--- src/design/etf_pkg.sv ---
package etf_pkg;

    // fixed field widths
    localparam int PIX_W      = 6;
    localparam int PIX_COUNT  = 1 << PIX_W;
    localparam int Q_W        = 32;
    localparam int PROD_W     = 2 * Q_W;
    localparam int CJ_W       = 26;
    localparam int BAIL_W     = 29;
    localparam int ITER_W     = 10;
    localparam int CFG_IDX_W  = 3;
    localparam int CFG_DATA_W = 29;
    localparam int SUM_W      = 42;

    localparam int GRID_SIZE_DEF = 64;

    // register reset values
    localparam logic [BAIL_W-1:0] BAILOUT_RST  = BAIL_W'(67108864);
    localparam logic [ITER_W-1:0] MAX_ITER_RST = ITER_W'(100);

    typedef enum logic [CFG_IDX_W-1:0] {
        CFG_JULIA_MODE,
        CFG_C_REAL,
        CFG_C_IMAG,
        CFG_BAILOUT,
        CFG_MAX_ITER
    } cfg_idx_t;

    typedef enum logic [2:0] {
        ST_IDLE,
        ST_MUL_RR,
        ST_MUL_II,
        ST_MUL_RI,
        ST_UPDATE,
        ST_OUT
    } seq_state_t;

    typedef enum logic [1:0] {
        OP_RR,
        OP_II,
        OP_RI
    } op_sel_t;

    typedef struct packed {
        logic    load;
        op_sel_t op_sel;
        logic    cap_rr;
        logic    cap_diff;
        logic    update;
        logic    in_ready;
        logic    out_valid;
    } ctrl_t;

    typedef struct packed {
        logic iter_done;
        logic escaped;
    } status_t;

    typedef logic signed [Q_W-1:0] coord_tbl_t [PIX_COUNT];

    // clamp a wide signed sum into 32 bits
    function automatic logic signed [Q_W-1:0] sat32(input logic signed [SUM_W-1:0] v);
        logic signed [Q_W-1:0] r;
        if (v[SUM_W-1:Q_W-1] == {(SUM_W-Q_W+1){v[SUM_W-1]}}) begin
            r = v[Q_W-1:0];
        end else if (v[SUM_W-1]) begin
            r = {1'b1, {(Q_W-1){1'b0}}};
        end else begin
            r = {1'b0, {(Q_W-1){1'b1}}};
        end
        return r;
    endfunction

endpackage

--- src/design/etf_mul.sv ---
module etf_mul
    import etf_pkg::*;
(
    input  logic                     aclk,
    input  logic signed [Q_W-1:0]    op_a,
    input  logic signed [Q_W-1:0]    op_b,
    output logic signed [PROD_W-1:0] prod
);

    logic signed [PROD_W-1:0] prod_reg;
    logic signed [PROD_W-1:0] prod_next;

    assign prod_next = op_a * op_b;

    always_ff @(posedge aclk) begin
        prod_reg <= prod_next;
    end

    assign prod = prod_reg;

endmodule

--- src/design/etf_seq.sv ---
module etf_seq
    import etf_pkg::*;
(
    input  logic    aclk,
    input  logic    aresetn,
    input  logic    in_valid,
    input  logic    out_ready,
    input  status_t status,
    output ctrl_t   ctrl
);

    seq_state_t state_reg;
    seq_state_t state_next;

    always_ff @(posedge aclk) begin
        if (!aresetn) begin
            state_reg <= ST_IDLE;
        end else begin
            state_reg <= state_next;
        end
    end

    always_comb begin
        state_next = state_reg;
        unique case (state_reg)
            ST_IDLE: begin
                if (in_valid) state_next = ST_MUL_RR;
            end
            ST_MUL_RR: begin
                state_next = status.iter_done ? ST_OUT : ST_MUL_II;
            end
            ST_MUL_II: begin
                state_next = ST_MUL_RI;
            end
            ST_MUL_RI: begin
                state_next = status.escaped ? ST_OUT : ST_UPDATE;
            end
            ST_UPDATE: begin
                state_next = ST_MUL_RR;
            end
            ST_OUT: begin
                if (out_ready) state_next = ST_IDLE;
            end
            default: begin
                state_next = ST_IDLE;
            end
        endcase
    end

    always_comb begin
        ctrl = '0;
        ctrl.op_sel = OP_RR;
        unique case (state_reg)
            ST_IDLE: begin
                ctrl.in_ready = 1'b1;
                ctrl.load     = in_valid;
            end
            ST_MUL_RR: begin
                ctrl.op_sel = OP_RR;
            end
            ST_MUL_II: begin
                ctrl.op_sel = OP_II;
                ctrl.cap_rr = 1'b1;
            end
            ST_MUL_RI: begin
                ctrl.op_sel   = OP_RI;
                ctrl.cap_diff = 1'b1;
            end
            ST_UPDATE: begin
                ctrl.update = 1'b1;
            end
            ST_OUT: begin
                ctrl.out_valid = 1'b1;
            end
            default: begin
                ctrl.op_sel = OP_RR;
            end
        endcase
    end

endmodule

--- src/design/escape_time_fractal_pixel_core.sv ---
// channel   ports                                   beat carries
// s_        s_valid s_ready s_pixel_col s_pixel_row  one pixel of the grid
// m_        m_valid m_ready m_final_real m_final_imag final z, signed Q8.24
// cfg_      cfg_wr_en cfg_index cfg_wdata            one register write
//
// one pixel runs n steps from accept to result, n at most the configured step
// bound, and the escape test can stop it early; each step runs zr*zr, zi*zi
// and zr*zi in turn on the single shared 32x32 multiplier, then the update
// synchronous active-low reset clears the sequencer and step counter and resets the configuration registers
// s_ready is high only while idle; a stalled result holds until m_ready
module escape_time_fractal_pixel_core
    import etf_pkg::*;
#(
    parameter int GRID_SIZE = GRID_SIZE_DEF
) (
    input  logic                         aclk,
    input  logic                         aresetn,
    // pixel input
    input  logic                         s_valid,
    output logic                         s_ready,
    input  logic        [PIX_W-1:0]      s_pixel_col,
    input  logic        [PIX_W-1:0]      s_pixel_row,
    // result output
    output logic                         m_valid,
    input  logic                         m_ready,
    output logic signed [Q_W-1:0]        m_final_real,
    output logic signed [Q_W-1:0]        m_final_imag,
    // configuration writes
    input  logic                         cfg_wr_en,
    input  logic        [CFG_IDX_W-1:0]  cfg_index,
    input  logic        [CFG_DATA_W-1:0] cfg_wdata
);

    // pixel index to coordinate: (2*i - G) * 2^25 / G, rounded toward zero,
    // one constant per grid index
    coord_tbl_t map_tbl;

    for (genvar g = 0; g < PIX_COUNT; g++) begin : g_map
        localparam longint MAP_NUM =
            (2 * longint'(g) - longint'(GRID_SIZE)) * (longint'(1) <<< 25);
        localparam logic signed [Q_W-1:0] MAP_VAL = Q_W'(MAP_NUM / longint'(GRID_SIZE));
        assign map_tbl[g] = MAP_VAL;
    end

    // configuration registers
    logic                     julia_mode_reg;
    logic signed [CJ_W-1:0]   c_real_reg;
    logic signed [CJ_W-1:0]   c_imag_reg;
    logic        [BAIL_W-1:0] bailout_reg;
    logic        [ITER_W-1:0] max_iter_reg;

    always_ff @(posedge aclk) begin
        if (!aresetn) begin
            julia_mode_reg <= 1'b0;
            c_real_reg     <= '0;
            c_imag_reg     <= '0;
            bailout_reg    <= BAILOUT_RST;
            max_iter_reg   <= MAX_ITER_RST;
        end else if (cfg_wr_en) begin
            unique case (cfg_index)
                CFG_JULIA_MODE: julia_mode_reg <= cfg_wdata[0];
                CFG_C_REAL:     c_real_reg     <= cfg_wdata[CJ_W-1:0];
                CFG_C_IMAG:     c_imag_reg     <= cfg_wdata[CJ_W-1:0];
                CFG_BAILOUT:    bailout_reg    <= cfg_wdata[BAIL_W-1:0];
                CFG_MAX_ITER:   max_iter_reg   <= cfg_wdata[ITER_W-1:0];
                default: ;  // indexes beyond the register list are dropped
            endcase
        end
    end

    // sequencer
    ctrl_t   ctrl;
    status_t status;

    etf_seq u_seq (
        .aclk      (aclk),
        .aresetn   (aresetn),
        .in_valid  (s_valid),
        .out_ready (m_ready),
        .status    (status),
        .ctrl      (ctrl)
    );

    // datapath state
    logic signed [Q_W-1:0]    zr_reg, zr_next;
    logic signed [Q_W-1:0]    zi_reg, zi_next;
    logic signed [Q_W-1:0]    cr_reg, cr_next;
    logic signed [Q_W-1:0]    ci_reg, ci_next;
    logic        [ITER_W-1:0] n_reg, n_next;
    logic signed [PROD_W-1:0] rr_reg;
    logic signed [PROD_W-1:0] diff_reg;

    // shared multiplier, operands picked by the sequencer
    logic signed [Q_W-1:0]    op_a;
    logic signed [Q_W-1:0]    op_b;
    logic signed [PROD_W-1:0] prod;

    always_comb begin
        unique case (ctrl.op_sel)
            OP_RR: begin
                op_a = zr_reg;
                op_b = zr_reg;
            end
            OP_II: begin
                op_a = zi_reg;
                op_b = zi_reg;
            end
            OP_RI: begin
                op_a = zr_reg;
                op_b = zi_reg;
            end
            default: begin
                op_a = zr_reg;
                op_b = zr_reg;
            end
        endcase
    end

    etf_mul u_mul (
        .aclk (aclk),
        .op_a (op_a),
        .op_b (op_b),
        .prod (prod)
    );

    // escape test: zr^2 + zi^2 against bailout in Q16.48, prod holds zi^2 here
    logic [PROD_W-1:0] norm_sum;
    logic [PROD_W-1:0] limit;

    assign norm_sum = $unsigned(rr_reg) + $unsigned(prod);
    assign limit    = {{(PROD_W-BAIL_W-24){1'b0}}, bailout_reg, 24'b0};

    assign status.escaped   = (norm_sum >= limit);
    assign status.iter_done = (n_reg >= max_iter_reg);

    // step: floor shifts are arithmetic shifts, prod holds zr*zi in update
    logic signed [SUM_W-1:0] re_sum;
    logic signed [SUM_W-1:0] im_sum;

    assign re_sum = SUM_W'($signed(diff_reg[PROD_W-1:24])) + SUM_W'(cr_reg);
    assign im_sum = SUM_W'($signed(prod[PROD_W-1:23])) + SUM_W'(ci_reg);

    // pixel coordinates for the incoming beat
    logic signed [Q_W-1:0] map_re;
    logic signed [Q_W-1:0] map_im;
    logic signed [Q_W-1:0] jc_re;
    logic signed [Q_W-1:0] jc_im;

    assign map_re = map_tbl[s_pixel_col];
    assign map_im = map_tbl[s_pixel_row];
    assign jc_re  = {{(Q_W-CJ_W){c_real_reg[CJ_W-1]}}, c_real_reg};
    assign jc_im  = {{(Q_W-CJ_W){c_imag_reg[CJ_W-1]}}, c_imag_reg};

    always_comb begin
        zr_next = zr_reg;
        zi_next = zi_reg;
        cr_next = cr_reg;
        ci_next = ci_reg;
        n_next  = n_reg;
        if (ctrl.load) begin
            n_next = '0;
            if (julia_mode_reg) begin
                // julia: z starts at the pixel, c is fixed
                zr_next = map_re;
                zi_next = map_im;
                cr_next = jc_re;
                ci_next = jc_im;
            end else begin
                // mandelbrot: z starts at zero, c is the pixel
                zr_next = '0;
                zi_next = '0;
                cr_next = map_re;
                ci_next = map_im;
            end
        end else if (ctrl.update) begin
            zr_next = sat32(re_sum);
            zi_next = sat32(im_sum);
            n_next  = n_reg + ITER_W'(1);
        end
    end

    always_ff @(posedge aclk) begin
        zr_reg <= zr_next;
        zi_reg <= zi_next;
        cr_reg <= cr_next;
        ci_reg <= ci_next;
        if (ctrl.cap_rr) begin
            rr_reg <= prod;
        end
        if (ctrl.cap_diff) begin
            diff_reg <= rr_reg - prod;
        end
    end

    always_ff @(posedge aclk) begin
        if (!aresetn) begin
            n_reg <= '0;
        end else begin
            n_reg <= n_next;
        end
    end

    // result beat comes straight from the z registers
    assign s_ready      = ctrl.in_ready;
    assign m_valid      = ctrl.out_valid;
    assign m_final_real = zr_reg;
    assign m_final_imag = zi_reg;

`ifndef NO_ASSERTIONS
    // input and result sides are never open at the same time
    a_ready_excl: assert property (@(posedge aclk) disable iff (!aresetn)
        !(s_ready && m_valid))
        else $error("s_ready and m_valid both high");

    // the step counter never runs past the bound while a pixel is in flight
    a_iter_bound: assert property (@(posedge aclk) disable iff (!aresetn)
        !s_ready |-> (n_reg <= max_iter_reg))
        else $error("step counter beyond the step bound");

    // an accepted beat starts work, the block is busy on the next cycle
    a_busy_after_accept: assert property (@(posedge aclk) disable iff (!aresetn)
        (s_valid && s_ready) |=> (!s_ready && !m_valid))
        else $error("block not busy after accepting a beat");

    // z only changes on load or update, so a pending result holds
    a_result_hold: assert property (@(posedge aclk) disable iff (!aresetn)
        (m_valid && !m_ready) |=> ($stable(m_final_real) && $stable(m_final_imag)))
        else $error("result changed while stalled");
`endif

endmodule
--- config.mk ---
export PLATFORM = sky130hd
export DESIGN_NAME = escape_time_fractal_pixel_core
export DESIGN_NICKNAME = d
export VERILOG_FILES = /design/src/design/etf_pkg.sv /design/src/design/etf_mul.sv /design/src/design/etf_seq.sv /design/src/design/escape_time_fractal_pixel_core.sv
export SDC_FILE = /design/constraint.sdc
export NUM_CORES = 2
export LEC_CHECK = 0
export BUFFER_PORTS_ARGS = -buffer_cell sky130_fd_sc_hd__buf_2
export CORE_MARGIN = 10
export CORE_UTILIZATION = 59
export CTS_CLUSTER_DIAMETER = 50
export DETAILED_ROUTE_END_ITERATION = 7
export GPL_TIMING_DRIVEN = 0
export PLACE_DENSITY_LB_ADDON = 0.12
export SETUP_SLACK_MARGIN = 0.1
export SLEW_MARGIN = 20
export SYNTH_ARGS = -nofsm -noshare
export SYNTH_HDL_FRONTEND = slang
export SYNTH_SLANG_ARGS = --single-unit
--- constraint.sdc ---
create_clock -name aclk -period 22.4 [get_ports aclk]
set_input_delay 5.6 -clock aclk [delete_from_list [all_inputs] [get_ports aclk]]
set_output_delay 5.6 -clock aclk [all_outputs]
set_load 0.02 [all_outputs]
==> reports/qor.txt <==
Post-route DRC violation count = 0
Count of placed standard cells in the final layout, fillers left out = 8181
Post-detailed-route via-to-cell ratio = 6.06
Synth unique cells = 97
Final setup violation count = 0
I/O pin total = 115
Remaining max-slew budget at the tightest pin = 11.9%
Number of enable flip-flop cells after synthesis = 220
Number of input and output port buffers inserted = 113
Summed instance area of the synthesized netlist = 60700 µm²
Slew at the pin with the worst max-slew slack = 1.28 ns
Hold Vio Cnt, Final = 0
Max Freq = 0.0738 GHz
Via count of the first global-routing pass = 49900
X dimension of the die = 341 µm
Layout net count = 8340
Sequential share of the synthesized area = 16.5%
Area enclosed by the die boundary = 116000 µm²
Clock tree from TritonCTS = built
Setup clock skew after layout = 0.0276 ns
Postcts setup bufs = 0
Number of buffers and inverters on the critical path = 8
Top flip-flop cell by instance count after synthesis = edfxtp_1
Hold Buf Count CTS = 0
Overall Global Routing Usage = 37.9%
Post-synthesis async set-or-reset flop share = 0%
Total Wirelength = 220000 µm
Detailed-routing wirelength on met1 = 84500 µm
Crit share post-route = 60.5%
Yosys top cell by area = fa_1
Number of antenna violations at the first check in global routing = 14
Congestion Overflow GR = 0
Post-route cell area = 65000 µm²
Estimated wirelength of the detail-placed design = 186000 µm
Clock latency on the worst-skew pair = 0.60 ns
Antenna-violating nets left = 0
Routability Congestion = 1.06
Commonest non-fill, non-tap cell in the layout = inv_1
Hold crit path type = reg2reg
Largest net degree at the start of global routing = 56
Number of standard-cell rows in the floorplan = 117
Total number of H-tree levels = 2
Cell at the root of the clock tree = clkbuf_16
Clock buffer depth = 3
Average cell area after synthesis = 9.19 µm²
Number of sinks on the clock net = 389
Number of fillers in the final layout = 8772
Routed wire length per instance = 26.9 µm
CTS Buf Count = 42
Total via count in the routed design = 49600
Global-route wire length before repair = 324000 µm
Worst EP arrival = 14.04 ns
Die Span Y = 341 µm
Crit-path max cell delay = 1.13 ns
Slowest stage cell on the critical path = mux2i_1
Final-report max-slew violation count = 0
Fraction of final layout cells sized beyond drive strength 1 = 5.79%
Register clock-pin slew on the reported worst setup and hold paths = 0.07 ns
Standard cell area after detailed placement = 63500 µm²
Status = finished clean
Reported max-cap violation count = 0
Core footprint = 102000 µm²
Leading cell types in the layout, fill and taps excluded = inv_1 (1157), fa_1 (1084), nand2_1 (791), nor2_1 (720), ha_1 (431)
Max layer used = met5
Cell count after placement = 8099
FF+latch count, synth = 389
Kind of end point of the critical path = flip-flop
Amount of wire on met2 after detailed routing = 90800 µm
Critical-path maximum fanout = 10
Kind of cell adding the most delay to the critical path = adder cells
Post-synthesis instance total = 6599
Initial drt markers = 5517
TritonRoute pass-1 iters = 6
Synth-to-Final Area Change = 7.08%
CP Launch Type = flip-flop
Category of the critical setup timing path = reg2reg
Final critical path time including I/O delays and setup = 13.55 ns
Dominant cells by area after synthesis = fa_1 (36%), edfxtp_1 (11%), ha_1 (8.9%), inv_1 (7.2%), dfxtp_1 (5.6%)
Pre-CTS setup slack = 9.34 ns
Met3 WL post-DR = 30600 µm
Synthesized netlist net count = 8164
Fin worst setup slack = 8.85 ns
Starting Density = 59.5%
Unrepaired setup endpoints after global routing = no
Count of synthesis-stage warnings from yosys = 0
Final setup TNS = 0 ns
# resized after CTS = 0
Most frequent CP cell = fa_1
CP Data Required Time = 22.90 ns
Share of the synthesized area in the top cell type = 35.8%
-- tightest hold or removal path, stage by stage, from the launching register on --
cell and delay (ns):
dfxtp_1 0.31, nand2_1 0.04, a21boi_0 0.06
-- cells in the mapped netlist (9+ instances only) --
cell type	n
dfxtp_1	169
a21oi_1	270
xnor2_1	154
nand2_1	791
o31ai_1	27
a31oi_1	18
xor2_1	63
nand3_1	54
o211ai_1	9
a21boi_0	94
or3_1	11
nor3_1	61
and2_1	53
fa_1	1085
o221ai_1	11
inv_1	1158
buf_1	18
ha_1	431
buf_2	10
nor4_1	35
a221oi_1	11
nor2_1	721
edfxtp_1	220
mux2_2	68
a31o_2	9
or2_2	20
a211o_1	18
o22ai_1	12
a211oi_1	32
o21ai_0	148
a21o_1	118
o21bai_1	41
a221o_1	15
nor2b_1	39
o21a_1	29
clkbuf_1	241
nand2b_1	47
and3_1	25
mux2i_1	69
nand4_1	47
-- final timing paths --
path | from | endpoint | slack (ns) | cells past startpoint
worst max-delay path | u_seq.state_reg[2] | u_mul.prod[61] | 8.85 | 32
worst max register to register | u_seq.state_reg[2] | u_mul.prod[61] | 8.85 | 32
worst min register to register | c_real_reg[12] | c_real_reg[12] | 0.46 | 2
worst min-delay path | c_real_reg[12] | c_real_reg[12] | 0.46 | 2
-- through the flow --
step           utilization, %  hold WS (ns)
6_report                 63.8         0.459
5_1_grt                  63.8         0.484
2_1_floorplan               -         0.434
4_1_cts                  63.7         0.463
3_3_place_gp             61.8         0.443
3_5_place_dp             62.3         0.454
-- kinds of logic (layout without fill, tap and decap cells) --
group	after synthesis	after routing	share of synthesized area, %
other	0	5	0
multiplexers	138	138	2.42
adder cells (fa/ha/maj)	1516	1516	44.7
AND/OR/NAND/NOR	1938	1938	13.6
XOR/XNOR	217	217	3.13
flip-flops	389	389	16.5
buffers and inverters	1434	1643	8.91
AO/OA/AOI/OAI	967	967	10.8
-- layout make-up --
| type | count | area [µm²] | area share (%) |
|---|---|---|---|
| diodes | 5 | 12.5 | 0.0193 |
| plain buffers | 272 | 1050 | 1.62 |
| clock buffers | 57 | 1280 | 1.97 |
| clock inverters | 20 | 179 | 0.275 |
| inverters | 1162 | 4360 | 6.72 |
| multi-input cells | 4776 | 45500 | 70.0 |
| flip-flops and latches | 389 | 9990 | 15.4 |
| well taps | 1368 | 1710 | 2.63 |
| repair buffers | 132 | 871 | 1.34 |
-- layer usage --
metal,vias up,track usage [%]
met3,633,15.1
met5,-,1.92
li1,21300,-
met2,2944,54.1
met4,21,18.3
met1,24600,49.8
Power is left out: the tool's default activity adds up to more than one toggle a clock period on the data nets, which glitch-free logic cannot reach.
